==> src/hw/rtl/assert_macros.svh <==
// ---------------------------------------------------------------------------
// Assertion macros
// Shared concurrent assertion wrappers for the RTL.
// ---------------------------------------------------------------------------
`ifndef ASSERT_MACROS_SVH
`define ASSERT_MACROS_SVH

// Property must hold at every clock edge outside reset.
`define SPFC_ASSERT(name, clk, rst_n, prop, msg) \
	name: assert property (@(posedge clk) disable iff (!rst_n) (prop)) else $error(msg);

// Condition must never be true outside reset.
`define SPFC_ASSERT_NEVER(name, clk, rst_n, cond, msg) \
	`SPFC_ASSERT(name, clk, rst_n, !(cond), msg)

`endif

==> src/hw/rtl/spfc_pkg.sv <==
`timescale 1ns / 1ps
// ---------------------------------------------------------------------------
// Surface pixel format converter package
// Source format codes, register indexes, widths and the control interface
// between the controller and the datapath.
// ---------------------------------------------------------------------------
package spfc_pkg;

	localparam int FMT_W      = 3;
	localparam int ROW_W      = 13;
	localparam int REG_IDX_W  = 2;
	localparam int CFG_W      = 13;
	localparam int WORD_W     = 32;
	localparam int BIT_IDX_W  = 5;
	localparam int DIV_STEPS  = 16;
	localparam int DIV_CNT_W  = 4;
	localparam int NUM_CHAN   = 3;

	// Widest row the converter handles; a larger row_width is clamped to it.
	localparam int MAX_ROW_WIDTH = 4096;
	localparam logic [ROW_W-1:0] ROW_W_MAX = ROW_W'(MAX_ROW_WIDTH);

	// Source formats
	localparam logic [FMT_W-1:0] FMT_ARGB32 = 3'd0;
	localparam logic [FMT_W-1:0] FMT_RGB24  = 3'd1;
	localparam logic [FMT_W-1:0] FMT_A8     = 3'd2;
	localparam logic [FMT_W-1:0] FMT_A1     = 3'd3;
	localparam logic [FMT_W-1:0] FMT_RGB565 = 3'd4;
	localparam logic [FMT_W-1:0] FMT_RGB30  = 3'd5;

	// Register indexes
	localparam logic [REG_IDX_W-1:0] REG_SOURCE_FORMAT     = 2'd0;
	localparam logic [REG_IDX_W-1:0] REG_OUTPUT_WITH_ALPHA = 2'd1;
	localparam logic [REG_IDX_W-1:0] REG_ROW_WIDTH         = 2'd2;

	localparam logic [7:0] BYTE_MAX = 8'hff;

	typedef struct packed {
		logic load;     // take the input word
		logic div_run;  // advance the divider one step
		logic emit;     // load one pixel into the output register
	} spfc_cmd_t;

	typedef struct packed {
		logic fmt_div;   // current format needs un-premultiply
		logic fmt_known; // current format produces pixels
		logic div_done;  // divider is on its final step
		logic out_free;  // output register can take a pixel
		logic pix_last;  // pixel on offer is the last of its word
	} spfc_sts_t;

endpackage

==> src/hw/rtl/spfc_div.sv <==
`timescale 1ns / 1ps
// ---------------------------------------------------------------------------
// Un-premultiply divider
// Three restoring radix-2 lanes sharing one step counter, computing
// (c * 255) / alpha for blue, green and red.
// ---------------------------------------------------------------------------
module spfc_div
	import spfc_pkg::*;
(
	input  logic                        clk,
	input  logic                        arst_n,
	input  logic                        load,
	input  logic                        run,
	input  logic [NUM_CHAN-1:0][7:0]    chan,
	input  logic [7:0]                  alpha,
	output logic [NUM_CHAN-1:0][7:0]    quot,
	output logic                        done
);

	logic [NUM_CHAN-1:0][15:0] dvd_q;
	logic [NUM_CHAN-1:0][7:0]  rem_q;
	logic [NUM_CHAN-1:0][15:0] dvd_next;
	logic [NUM_CHAN-1:0][7:0]  rem_next;
	logic [DIV_CNT_W-1:0]      step_q;

	always_comb begin
		logic [8:0] trial;
		logic [8:0] diff;
		logic       ge;
		trial = '0;
		diff  = '0;
		ge    = 1'b0;
		for (int l = 0; l < NUM_CHAN; l++) begin
			trial       = {rem_q[l], dvd_q[l][15]};
			diff        = trial - {1'b0, alpha};
			ge          = (trial >= {1'b0, alpha});
			rem_next[l] = ge ? diff[7:0] : trial[7:0];
			dvd_next[l] = {dvd_q[l][14:0], ge};
		end
	end

	always_ff @(posedge clk or negedge arst_n) begin
		if (!arst_n) begin
			step_q <= '0;
		end else if (load) begin
			step_q <= '0;
		end else if (run) begin
			step_q <= step_q + 1'b1;
		end
	end

	// Quotient bits shift into the dividend register from the bottom.
	always_ff @(posedge clk) begin
		if (load) begin
			for (int l = 0; l < NUM_CHAN; l++) begin
				dvd_q[l] <= {chan[l], 8'h00} - {8'h00, chan[l]};
				rem_q[l] <= '0;
			end
		end else if (run) begin
			dvd_q <= dvd_next;
			rem_q <= rem_next;
		end
	end

	always_comb begin
		for (int l = 0; l < NUM_CHAN; l++) begin
			quot[l] = dvd_q[l][7:0];
		end
	end

	assign done = (step_q == DIV_CNT_W'(DIV_STEPS - 1));

endmodule

==> src/hw/rtl/spfc_dp.sv <==
`timescale 1ns / 1ps
// ---------------------------------------------------------------------------
// Converter datapath
// Configuration registers, input word, column counter, A1 bit index,
// divider and the output register.
// ---------------------------------------------------------------------------
module spfc_dp
	import spfc_pkg::*;
(
	input  logic                 clk,
	input  logic                 arst_n,
	input  logic                 cfg_valid,
	input  logic [REG_IDX_W-1:0] cfg_index,
	input  logic [CFG_W-1:0]     cfg_data,
	input  logic [WORD_W-1:0]    s_tdata,
	input  logic                 m_tready,
	output logic                 m_tvalid,
	output logic [31:0]          m_tdata,
	output logic                 m_tlast,
	output logic                 m_tuser,
	input  spfc_cmd_t            cmd,
	output spfc_sts_t            sts
);

	logic [FMT_W-1:0]          source_format_q;
	logic                      output_with_alpha_q;
	logic [ROW_W-1:0]          row_width_q;
	logic [ROW_W-1:0]          column_count_q;
	logic [BIT_IDX_W-1:0]      bit_idx_q;
	logic [WORD_W-1:0]         word_q;
	logic                      m_tvalid_q;
	logic [31:0]               m_tdata_q;
	logic                      m_tlast_q;
	logic                      m_tuser_q;

	logic [ROW_W-1:0]          row_eff;
	logic [ROW_W:0]            col_inc;
	logic                      row_end;
	logic                      pix_last;
	logic [7:0]                pb, pg, pr, pa;
	logic [NUM_CHAN-1:0][7:0]  div_chan;
	logic [NUM_CHAN-1:0][7:0]  quot;
	logic                      div_done;
	logic                      a1_bit;

	always_ff @(posedge clk or negedge arst_n) begin
		if (!arst_n) begin
			source_format_q     <= FMT_ARGB32;
			output_with_alpha_q <= 1'b1;
			row_width_q         <= ROW_W'(1);
		end else if (cfg_valid) begin
			unique case (cfg_index)
				REG_SOURCE_FORMAT:     source_format_q     <= cfg_data[FMT_W-1:0];
				REG_OUTPUT_WITH_ALPHA: output_with_alpha_q <= cfg_data[0];
				REG_ROW_WIDTH:         row_width_q         <= cfg_data[ROW_W-1:0];
				default: ;
			endcase
		end
	end

	// Clamp the row width into 1..max.
	always_comb begin
		if (row_width_q == '0) begin
			row_eff = ROW_W'(1);
		end else if (row_width_q > ROW_W_MAX) begin
			row_eff = ROW_W_MAX;
		end else begin
			row_eff = row_width_q;
		end
	end

	assign col_inc = {1'b0, column_count_q} + 1'b1;
	assign row_end = (col_inc >= {1'b0, row_eff});
	assign a1_bit  = word_q[bit_idx_q];

	// A1 words stop at bit 31 or at the end of the row.
	assign pix_last = (source_format_q != FMT_A1) || row_end ||
		(bit_idx_q == BIT_IDX_W'(WORD_W - 1));

	always_comb begin
		for (int l = 0; l < NUM_CHAN; l++) begin
			div_chan[l] = s_tdata[8*l +: 8];
		end
	end

	spfc_div u_div (
		.clk    (clk),
		.arst_n (arst_n),
		.load   (cmd.load),
		.run    (cmd.div_run),
		.chan   (div_chan),
		.alpha  (word_q[31:24]),
		.quot   (quot),
		.done   (div_done)
	);

	always_comb begin
		pb = '0;
		pg = '0;
		pr = '0;
		pa = BYTE_MAX;
		case (source_format_q)
			FMT_ARGB32: begin
				pa = word_q[31:24];
				if (pa != '0) begin
					pb = quot[0];
					pg = quot[1];
					pr = quot[2];
				end
			end
			FMT_RGB24: begin
				pb = word_q[7:0];
				pg = word_q[15:8];
				pr = word_q[23:16];
			end
			FMT_A8: begin
				pa = word_q[7:0];
				pb = (pa != '0) ? BYTE_MAX : 8'h00;
				pg = pb;
				pr = pb;
			end
			FMT_A1: begin
				pa = a1_bit ? BYTE_MAX : 8'h00;
				pb = pa;
				pg = pa;
				pr = pa;
			end
			FMT_RGB565: begin
				pb = {3'b000, word_q[4:0]};
				pg = {2'b00, word_q[10:5]};
				pr = {3'b000, word_q[15:11]};
			end
			FMT_RGB30: begin
				pb = word_q[9:2];
				pg = word_q[19:12];
				pr = word_q[29:22];
			end
			default: pa = '0;
		endcase
	end

	always_ff @(posedge clk or negedge arst_n) begin
		if (!arst_n) begin
			column_count_q <= '0;
			bit_idx_q      <= '0;
			m_tvalid_q     <= 1'b0;
		end else begin
			if (cmd.load) begin
				bit_idx_q <= '0;
			end else if (cmd.emit) begin
				bit_idx_q <= bit_idx_q + 1'b1;
			end
			if (cmd.emit) begin
				column_count_q <= row_end ? '0 : col_inc[ROW_W-1:0];
				m_tvalid_q     <= 1'b1;
			end else if (m_tready) begin
				m_tvalid_q     <= 1'b0;
			end
		end
	end

	always_ff @(posedge clk) begin
		if (cmd.load) begin
			word_q <= s_tdata;
		end
		if (cmd.emit) begin
			m_tdata_q <= {output_with_alpha_q ? pa : 8'h00, pr, pg, pb};
			m_tlast_q <= pix_last;
			m_tuser_q <= row_end;
		end
	end

	assign m_tvalid = m_tvalid_q;
	assign m_tdata  = m_tdata_q;
	assign m_tlast  = m_tlast_q;
	assign m_tuser  = m_tuser_q;

	assign sts.fmt_div   = (source_format_q == FMT_ARGB32);
	assign sts.fmt_known = (source_format_q <= FMT_RGB30);
	assign sts.div_done  = div_done;
	assign sts.out_free  = !m_tvalid_q || m_tready;
	assign sts.pix_last  = pix_last;

endmodule

==> src/hw/rtl/spfc_ctrl.sv <==
`timescale 1ns / 1ps
// ---------------------------------------------------------------------------
// Converter controller
// Sequences word intake, the divide pass and pixel emission.
// ---------------------------------------------------------------------------
module spfc_ctrl
	import spfc_pkg::*;
(
	input  logic      clk,
	input  logic      arst_n,
	input  logic      s_tvalid,
	output logic      s_tready,
	input  spfc_sts_t sts,
	output spfc_cmd_t cmd
);

	typedef enum logic [1:0] {
		S_IDLE,
		S_DIV,
		S_EMIT
	} state_t;

	state_t state_q;

	assign s_tready    = (state_q == S_IDLE);
	assign cmd.load    = (state_q == S_IDLE) && s_tvalid;
	assign cmd.div_run = (state_q == S_DIV);
	assign cmd.emit    = (state_q == S_EMIT) && sts.out_free;

	always_ff @(posedge clk or negedge arst_n) begin
		if (!arst_n) begin
			state_q <= S_IDLE;
		end else begin
			unique case (state_q)
				S_IDLE: begin
					// Drop words of an unknown format.
					if (s_tvalid) begin
						if (sts.fmt_div) begin
							state_q <= S_DIV;
						end else if (sts.fmt_known) begin
							state_q <= S_EMIT;
						end
					end
				end
				S_DIV: begin
					if (sts.div_done) begin
						state_q <= S_EMIT;
					end
				end
				S_EMIT: begin
					if (sts.out_free && sts.pix_last) begin
						state_q <= S_IDLE;
					end
				end
				default: state_q <= S_IDLE;
			endcase
		end
	end

endmodule

==> src/hw/rtl/surface_pixel_format_converter.sv <==
`timescale 1ns / 1ps
`include "assert_macros.svh"
// ---------------------------------------------------------------------------
// Surface pixel format converter
// Turns source surface words into blue, green, red and alpha bytes.
// ---------------------------------------------------------------------------
// One word is taken at a time. A word in premultiplied ARGB32 passes through
// intake, the three-lane restoring divider that un-premultiplies the colour,
// and the loading of its pixel into the output register. RGB24, A8, RGB565
// and RGB30 words skip the divider and go from intake straight to loading
// their pixel, and an A1 word loads one pixel per bit, until bit 31 or the row
// end. The output register holds a finished pixel while the next word is taken
// in; a stalled output then holds that word in emission, and intake waits until
// its last pixel is loaded. row_end rides on m_tuser, and m_tlast marks the
// last pixel made from a word. Words of an unknown source format are consumed
// without output.
module surface_pixel_format_converter
	import spfc_pkg::*;
(
	input  logic                 clk,
	input  logic                 arst_n,
	// configuration write channel
	input  logic                 cfg_valid,
	output logic                 cfg_ready,
	input  logic [REG_IDX_W-1:0] cfg_index,
	input  logic [CFG_W-1:0]     cfg_data,
	// source words
	input  logic                 s_tvalid,
	output logic                 s_tready,
	input  logic [WORD_W-1:0]    s_tdata,  // src_word
	// converted pixels
	output logic                 m_tvalid,
	input  logic                 m_tready,
	output logic [31:0]          m_tdata,  // blue, green, red, alpha_out
	output logic                 m_tlast,
	output logic                 m_tuser   // row_end
);

	spfc_cmd_t cmd;
	spfc_sts_t sts;

	assign cfg_ready = 1'b1;

	spfc_ctrl u_ctrl (
		.clk      (clk),
		.arst_n   (arst_n),
		.s_tvalid (s_tvalid),
		.s_tready (s_tready),
		.sts      (sts),
		.cmd      (cmd)
	);

	spfc_dp u_dp (
		.clk       (clk),
		.arst_n    (arst_n),
		.cfg_valid (cfg_valid),
		.cfg_index (cfg_index),
		.cfg_data  (cfg_data),
		.s_tdata   (s_tdata),
		.m_tready  (m_tready),
		.m_tvalid  (m_tvalid),
		.m_tdata   (m_tdata),
		.m_tlast   (m_tlast),
		.m_tuser   (m_tuser),
		.cmd       (cmd),
		.sts       (sts)
	);

	`SPFC_ASSERT_NEVER(a_emit_needs_room, clk, arst_n, cmd.emit && !sts.out_free, "pixel emitted into a full output register")
	`SPFC_ASSERT_NEVER(a_no_intake_in_div, clk, arst_n, s_tready && cmd.div_run, "word intake while dividing")
	`SPFC_ASSERT(a_last_frees_input, clk, arst_n, (cmd.emit && sts.pix_last) |=> s_tready, "input not ready after last pixel of a word")

endmodule
==> config.mk <==
export PLATFORM = sky130hd
export DESIGN_NAME = surface_pixel_format_converter
export DESIGN_NICKNAME = d
export VERILOG_FILES = /design/src/hw/rtl/spfc_pkg.sv /design/src/hw/rtl/spfc_div.sv /design/src/hw/rtl/spfc_dp.sv /design/src/hw/rtl/spfc_ctrl.sv /design/src/hw/rtl/surface_pixel_format_converter.sv
export VERILOG_INCLUDE_DIRS = /design/src /design/src/hw/rtl
export SDC_FILE = /design/constraint.sdc
export NUM_CORES = 1
export LEC_CHECK = 0
export ABC_AREA = 1
export CORE_UTILIZATION = 47
export DETAILED_ROUTE_END_ITERATION = 12
export DONT_BUFFER_PORTS = 1
export GPL_TIMING_DRIVEN = 0
export PLACE_DENSITY = 0.73
export SYNTH_ARGS = -nofsm -noshare
export SYNTH_HDL_FRONTEND = slang
export SYNTH_HIERARCHICAL = 1
export SYNTH_SLANG_ARGS = --single-unit
==> constraint.sdc <==
create_clock -name clk -period 4.5 [get_ports clk]
set_input_delay 0.675 -clock clk [delete_from_list [all_inputs] [get_ports clk]]
set_output_delay 0.675 -clock clk [all_outputs]
set_load 0.005 [all_outputs]
Yosys cells after proc, flatten, opt, wreduce, memory -nomap -nowiden:

Cells that the tools add are included.

* register bits after elaboration: 180
* input bits: 52
* output and inout bits: 37
* word-level logic and storage cells: 103

* add/subtract/negate cells: 9
* order comparisons: 7
* eq/ne operators: 16
* mux-type cells: 31
* reduce and logical (&&, ||, !) cells: 21

Operator list (count)
* 8-bit case mux with 6 select lines: 3
* 48-bit two-way mux: 2
* 8-bit two-way mux: 8
* 16-bit by 8-bit subtractor with 16-bit output: 3
* 13-bit two-way mux: 3
* 8-bit case mux with 4 select lines: 1
* 9-bit by 8-bit >= comparator with 1-bit output: 3
* 8-bit subtractor: 3
* 8-bit nonzero test: 2
* 13-bit by 1-bit adder with 14-bit output (second input constant): 1
* 14-bit by 13-bit >= comparator with 1-bit output: 1
* 13-bit > comparator (second input constant): 1
* 13-bit logical NOT: 1
* 2-bit two-way mux: 5
* 5-bit two-way mux: 2
* 4-bit two-way mux: 2
* 3-bit by 2-bit == test with 1-bit output (second input constant): 2
* 3-bit == test (second input constant): 2
* 5-bit by 6-bit < comparator with 1-bit output (second input constant): 1
* 2-bit case mux with 3 select lines: 1
* 2-bit AND reduction: 3
* 2-bit nonzero test: 3
* 5-bit by 1-bit adder with 5-bit output (second input constant): 1
* 1-bit binary-select mux with 5-bit select: 1
* other kinds (19): 29

Depth between registers and ports, before layout:

* depth in word-level cells: 9
* gate-level depth with buffers: 24
* gate-level depth less buffers: 21

By module:

Netlist, hierarchy kept.

By module, submodules not included
* spfc_dp: instances 1, cells an instance 612, area each 5617.9 µm², seq. area each 2885.3 µm²
* spfc_div: instances 1, cells an instance 766, area each 5511.5 µm², seq. area each 2021.9 µm²
* spfc_ctrl: instances 1, cells an instance 29, area each 166.4 µm², seq. area each 50.0 µm²
* surface_pixel_format_converter: instances 1, cells an instance 2, area each 11.3 µm², seq. area each 0.0 µm²

Least setup slack after synthesis:

No wires, ideal clock.

* path kind: input to register
* from: input s_tvalid
* to: register u_dp.u_div.dvd_q, in the netlist u_dp/u_div/dvd_next[10], enable pin
* library setup time: 0.403 ns
* data arrival time: 3.656 ns
* required time: 4.097 ns
* path slack: 0.441 ns
* cell stages on the path: 5
* path buffers: 1
* cell sequence: inv_1 nor2_1 buf_2 nor2_1 inv_1

RTL lines
* start: declaration: line surface_pixel_format_converter.sv:28 `input logic s_tvalid,`
* end signal: indexed assignment: line spfc_div.sv:56 `dvd_q[l] <= {chan[l], 8'h00} - {8'h00, chan[l]};`
* end signal: assignment: line spfc_div.sv:60 `dvd_q <= dvd_next;`
* end: declaration: line spfc_div.sv:20 `logic [NUM_CHAN-1:0][15:0] dvd_q;`

Final worst setup path:

* from: register u_dp.row_width_q[8]
* to: register u_ctrl.state_q[1]

* longest elaborated chain between the ends: 9
* elaborated cells between the ends (all ways): 10
* those cells by class: 2 x order compare; 1 x eq/ne; 2 x mux; 5 x reduce/logical

Ends and longest elaborated chain
* start: declaration: line spfc_dp.sv:27 `logic [ROW_W-1:0] row_width_q;`
* start signal: assignment: line spfc_dp.sv:55 `REG_ROW_WIDTH: row_width_q <= cfg_data[ROW_W-1:0];`
* 13-bit > comparator: line spfc_dp.sv:65 `end else if (row_width_q > ROW_W_MAX) begin`
* 13-bit two-way mux: line spfc_dp.sv:65
* 13-bit two-way mux *: line spfc_dp.sv:63 `if (row_width_q == '0) begin`
* 14-bit by 13-bit >= comparator with 1-bit output *: line spfc_dp.sv:73 `assign row_end = (col_inc >= {1'b0, row_eff});`
* 1-bit logical OR * (2 in series): line spfc_dp.sv:77 `assign pix_last = (source_format_q != FMT_A1) || row_end ||`
* via u_dp.pix_last: line spfc_dp.sv:39 `logic pix_last;`
* 1-bit logical AND *: line spfc_ctrl.sv:51 `if (sts.out_free && sts.pix_last) begin`
* 2-bit != test (no source line) *
* 4-bit AND reduction (no source line) *
* end signal: assignment: line spfc_ctrl.sv:47 `state_q <= S_EMIT;`
* end signal: assignment: line spfc_ctrl.sv:52 `state_q <= S_IDLE;`
* end signal: assignment: line spfc_ctrl.sv:55 `default: state_q <= S_IDLE;`
* end: declaration: line spfc_ctrl.sv:23 `state_t state_q;`

Mark *: on every way through the listed nets, which the timed path passes. The rest lies on a longest branch.
A chain may end at the register's enable or synchronous reset.

==> flow_metrics.py <==
metrics = {
    "place": {
        "place_ws_ns": 1.27,
        "dp_hpwl_um": 21600,
        "place_congestion": 0.970,
        "numPortBuffers": 0,
    },
    "logic_synthesis": {
        "synth_area_per_cell_um2": 8.02,
        "netlist_area_um2": 11300,
        "synth_async_sr_flop_share_pct": 23.3,
        "synth_fp_nets": 1511,
        "synth.ff_latch_count": 180,
        "synth_largest_area_cell": "edfxtp_1",
        "netlist-cell-type-count": 51,
        "synth_top_area_share_pct": 30.3,
        "netlist_top_cells_area": "edfxtp_1, nand2_1, dfrtp_1",
        "yosysWarnings": 6,
        "synth_edf_count": 114,
        "ys_seq_area_share_pct": 43.8,
        "yosys_most_used_dff": "edfxtp_1",
        "synthCells": 1409,
    },
    "layout": {
        "antenna_cells": 0,
        "final_common_cell": "nand2_1",
        "syn_to_final_growth_pct": 9.86,
        "most-common-layout-cells": "nand2_1, inv_1, nand3_1, edfxtp_1, nor2_1",
        "fin_nets": 1534,
        "nFillCells": 2196,
        "final_layout_size_suffix_gt1_share_pct": 11.3,
    },
    "global_routing": {
        "grt_overflow": 0,
        "grt_max_degree": 41,
        "grt_pass1_vias": 9167,
        "grt_usage_pct": 24.6,
        "grt_pass1_wl_um": 46800,
        "antenna_found_initial": 0,
    },
    "sta": {
        "worst_pin_slew_ns": 0.782,
        "setup_violations": 0,
        "rsz0062_at_grt": "false",
        "hold_viol": 0,
        "min_period_ns": 3.26,
        "slew_viol_final": 0,
        "finalWorstSetupSlack_ns": 1.24,
        "max_slew_margin_pct": 47.9,
        "min_period_over_period_pct": 72.4,
        "skew_ns": 0.0157,
        "fmax_mhz": 307,
    },
    "power": {
        "ir_drop_uv": 272,
        "powerDensity_nw_per_um2": 560,
        "total_power_mw": 6.96,
        "leakage_nw": 5.94,
    },
    "route": {
        "avgRoutedWirePerCell_um": 16.6,
        "dr.pass1.iters": 5,
        "drtAntennaViolNets": 0,
        "via_count": 9497,
        "drtIter0Drc": 732,
        "route.detailed.drc": 0,
        "vias_per_cell": 5.38,
        "wl_um": 29300,
    },
    "floorplanning": {
        "die_w_um": 157,
        "start_util_pct": 48.0,
        "io_pins": 89,
        "die-area_um2": 24700,
        "core_area_um2": 23500,
        "num_rows": 56,
        "die_h_um": 157,
    },
    "setup_path": {
        "slowest_delay_ns": 0.40,
        "worstPathRequired_ns": 4.83,
        "crit_type": "flop to flop",
        "crit_buf_inv": 4,
        "end_kind": "flop",
        "crit_path_max_fanout": 10,
        "path_cells": "nor4_1 -> nand3_1 -> nand2_1 -> nand2_1 -> ha_1 -> inv_1 -> nor2_1 -> o21ai_0 -> o211ai_1 -> nand2_1 -> nand2_1 -> nand3_2 -> buf_4 -> nand3_1 -> buf_4 -> nand2_1 -> inv_1 -> nor2_2 -> nor2_2 -> nand3_1 -> nand2_1",
        "reg2reg_slack_ns": 1.24,
        "cpMostUsedCell": "nand2_1",
        "worstPathArrival_ns": 3.58,
        "critical_path.top_delay_family": "simple AND/OR/NAND/NOR gates",
        "cp_slowest_cell": "dfrtp_1",
        "start_kind": "flop",
    },
    "run": {
        "cap_violations": 0,
    },
    "clocking": {
        "htreeDepth": 4,
        "clock-sinks": 180,
        "cts_buffers": 17,
        "cts_tree": "built",
        "clk_latency_ns": 0.44,
        "max-clock-path-buffers": 2,
        "cts_setup_buffers": 0,
        "cts_root_buffer": "clkbuf_16",
        "clk_pin_slew_worst_paths_ns": 0.08,
    },
    "outcome": {
        "status": "finished clean",
    },
    "worst_hold_path": {
        "hp-class": "primary input to async pin",
    },
}
==> metal layers <==
layer | vias up | track usage, % | share of wire (%)
li1 | 4663 | - | -
met1 | 4409 | 32.0 | 44
met2 | 367 | 40.6 | 46
met3 | 58 | 4.24 | 6.8
met4 | 0 | 9.99 | 2.7
met5 | - | 0 | 0
==> per-stage QoR <==
stage / std cells / hold slack (ns) / cell area [um2] / setup TNS [ns] / util, %
floorplan: 1409 / 0.379 / 11300 / 0 / -
global placement: 1728 / 0.380 / 11700 / -55.61 / 49.7
detailed placement: 1731 / 0.381 / 11800 / 0 / 50.0
CTS: 1764 / 0.0561 / 12400 / 0 / 52.8
global route: 1764 / 0.0578 / 12400 / 0 / 52.8
finish: 1764 / 0.0661 / 12400 / 0 / 52.8
==> state kept, by name, summed over array words and instances (netlist names) <==
register                  count
u_dp/u_div/quot              24
u_dp/output_with_alpha_q      1
u_dp/u_div/dvd_q              3
u_dp/row_width_q             13
u_dp/source_format_q          3
u_ctrl/state_q                2
u_dp/u_div/dvd_next          21
u_dp/m_tdata                 32
u_dp/word_q                  32
u_dp/m_tvalid                 1
u_dp/bit_idx_q                5
u_dp/u_div/rem_q             24
u_dp/m_tuser                  1
u_dp/column_count_q          13
u_dp/m_tlast                  1
u_dp/u_div/step_q             4
==> repair_timing <==
item	CTS	global route
endpoints found under the setup margin	0	0
endpoints found under the hold margin	40	0
hold buffers	1	0
gates resized for setup	0	0
==> area by class of cell <==
cell class              count  area (um2)  area share [%]
multi-input cells         951        5110            41.1
flip-flops and latches    180        4960            39.9
inverters                 212         798            6.43
plain buffers              66         458            3.69
clock buffers              17         425            3.42
well taps                 319         399            3.21
clock inverters            15         188            1.51
repair buffers              4        87.6           0.705
==> worst paths after layout <==
| check | endpoint | cells after the start | startpoint |
|---|---|---|---|
| worst max register to register | u_ctrl/state_q[1]$_DFFE_PN0P_ | 21 | u_dp/row_width_q[8]$_DFFE_PN0P_ |
| max in group asynchronous | u_dp/bit_idx_q[0]$_DFFE_PN0P_ | 1 | arst_n |
| worst max-delay path | u_ctrl/state_q[1]$_DFFE_PN0P_ | 21 | u_dp/row_width_q[8]$_DFFE_PN0P_ |
| worst min register to register | u_dp/u_div/rem_q[20]$_SDFFE_PP0P_ | 2 | u_dp/u_div/rem_q[20]$_SDFFE_PP0P_ |
| min in group clk | u_dp/word_q[5]$_DFFE_PP_ | 0 | s_tdata[5] |
| worst min-delay path | u_dp/row_width_q[11]$_DFFE_PN0P_ | 1 | arst_n |
==> synthesized netlist by cell type (2+ instances only) <==
library cell / n
mux2_2: 9
buf_12: 2
a22oi_1: 5
o22ai_1: 23
nand2_4: 5
ha_1: 47
nand3b_1: 4
nor3_1: 11
buf_6: 5
nand4_1: 17
a21oi_1: 41
inv_1: 203
xnor2_1: 6
clkbuf_1: 16
nand2_1: 379
clkinv_1: 2
buf_1: 3
inv_2: 6
nor2_4: 2
nand2_2: 13
o211ai_1: 3
xor2_1: 18
nand3_1: 160
a31oi_1: 18
nor2_2: 12
buf_4: 32
nor2_1: 83
nand3_2: 21
o221ai_1: 3
edfxtp_1: 114
dfrtp_1: 40
o21a_1: 4
fa_1: 3
nor4_1: 3
buf_2: 7
a21oi_2: 3
dfstp_2: 2
o21ai_0: 48
dfxtp_1: 24
==> power breakdown <==
part	leakage, nW	switching, mW	total [mW]	internal, mW
combinational	3.82	1.68	2.62	0.940
clock	0.297	0.744	1.55	0.802
sequential	1.82	0.313	2.79	2.48
total	5.94	2.74	6.96	4.22
==> kinds of logic after synthesis <==
kind of cell / Yosys count / synth area share (%)
flip-flops: 180 / 43.8
other: 1 / 0.0332
multiplexers: 9 / 0.896
adder cells (fa/ha/maj): 50 / 5.73
XOR/XNOR: 24 / 1.86
AND/OR/NAND/NOR: 717 / 28.9
buffers and inverters: 278 / 11.1
AO/OA/AOI/OAI: 150 / 7.62
Note: power is estimated with default switching activity, not from simulation.
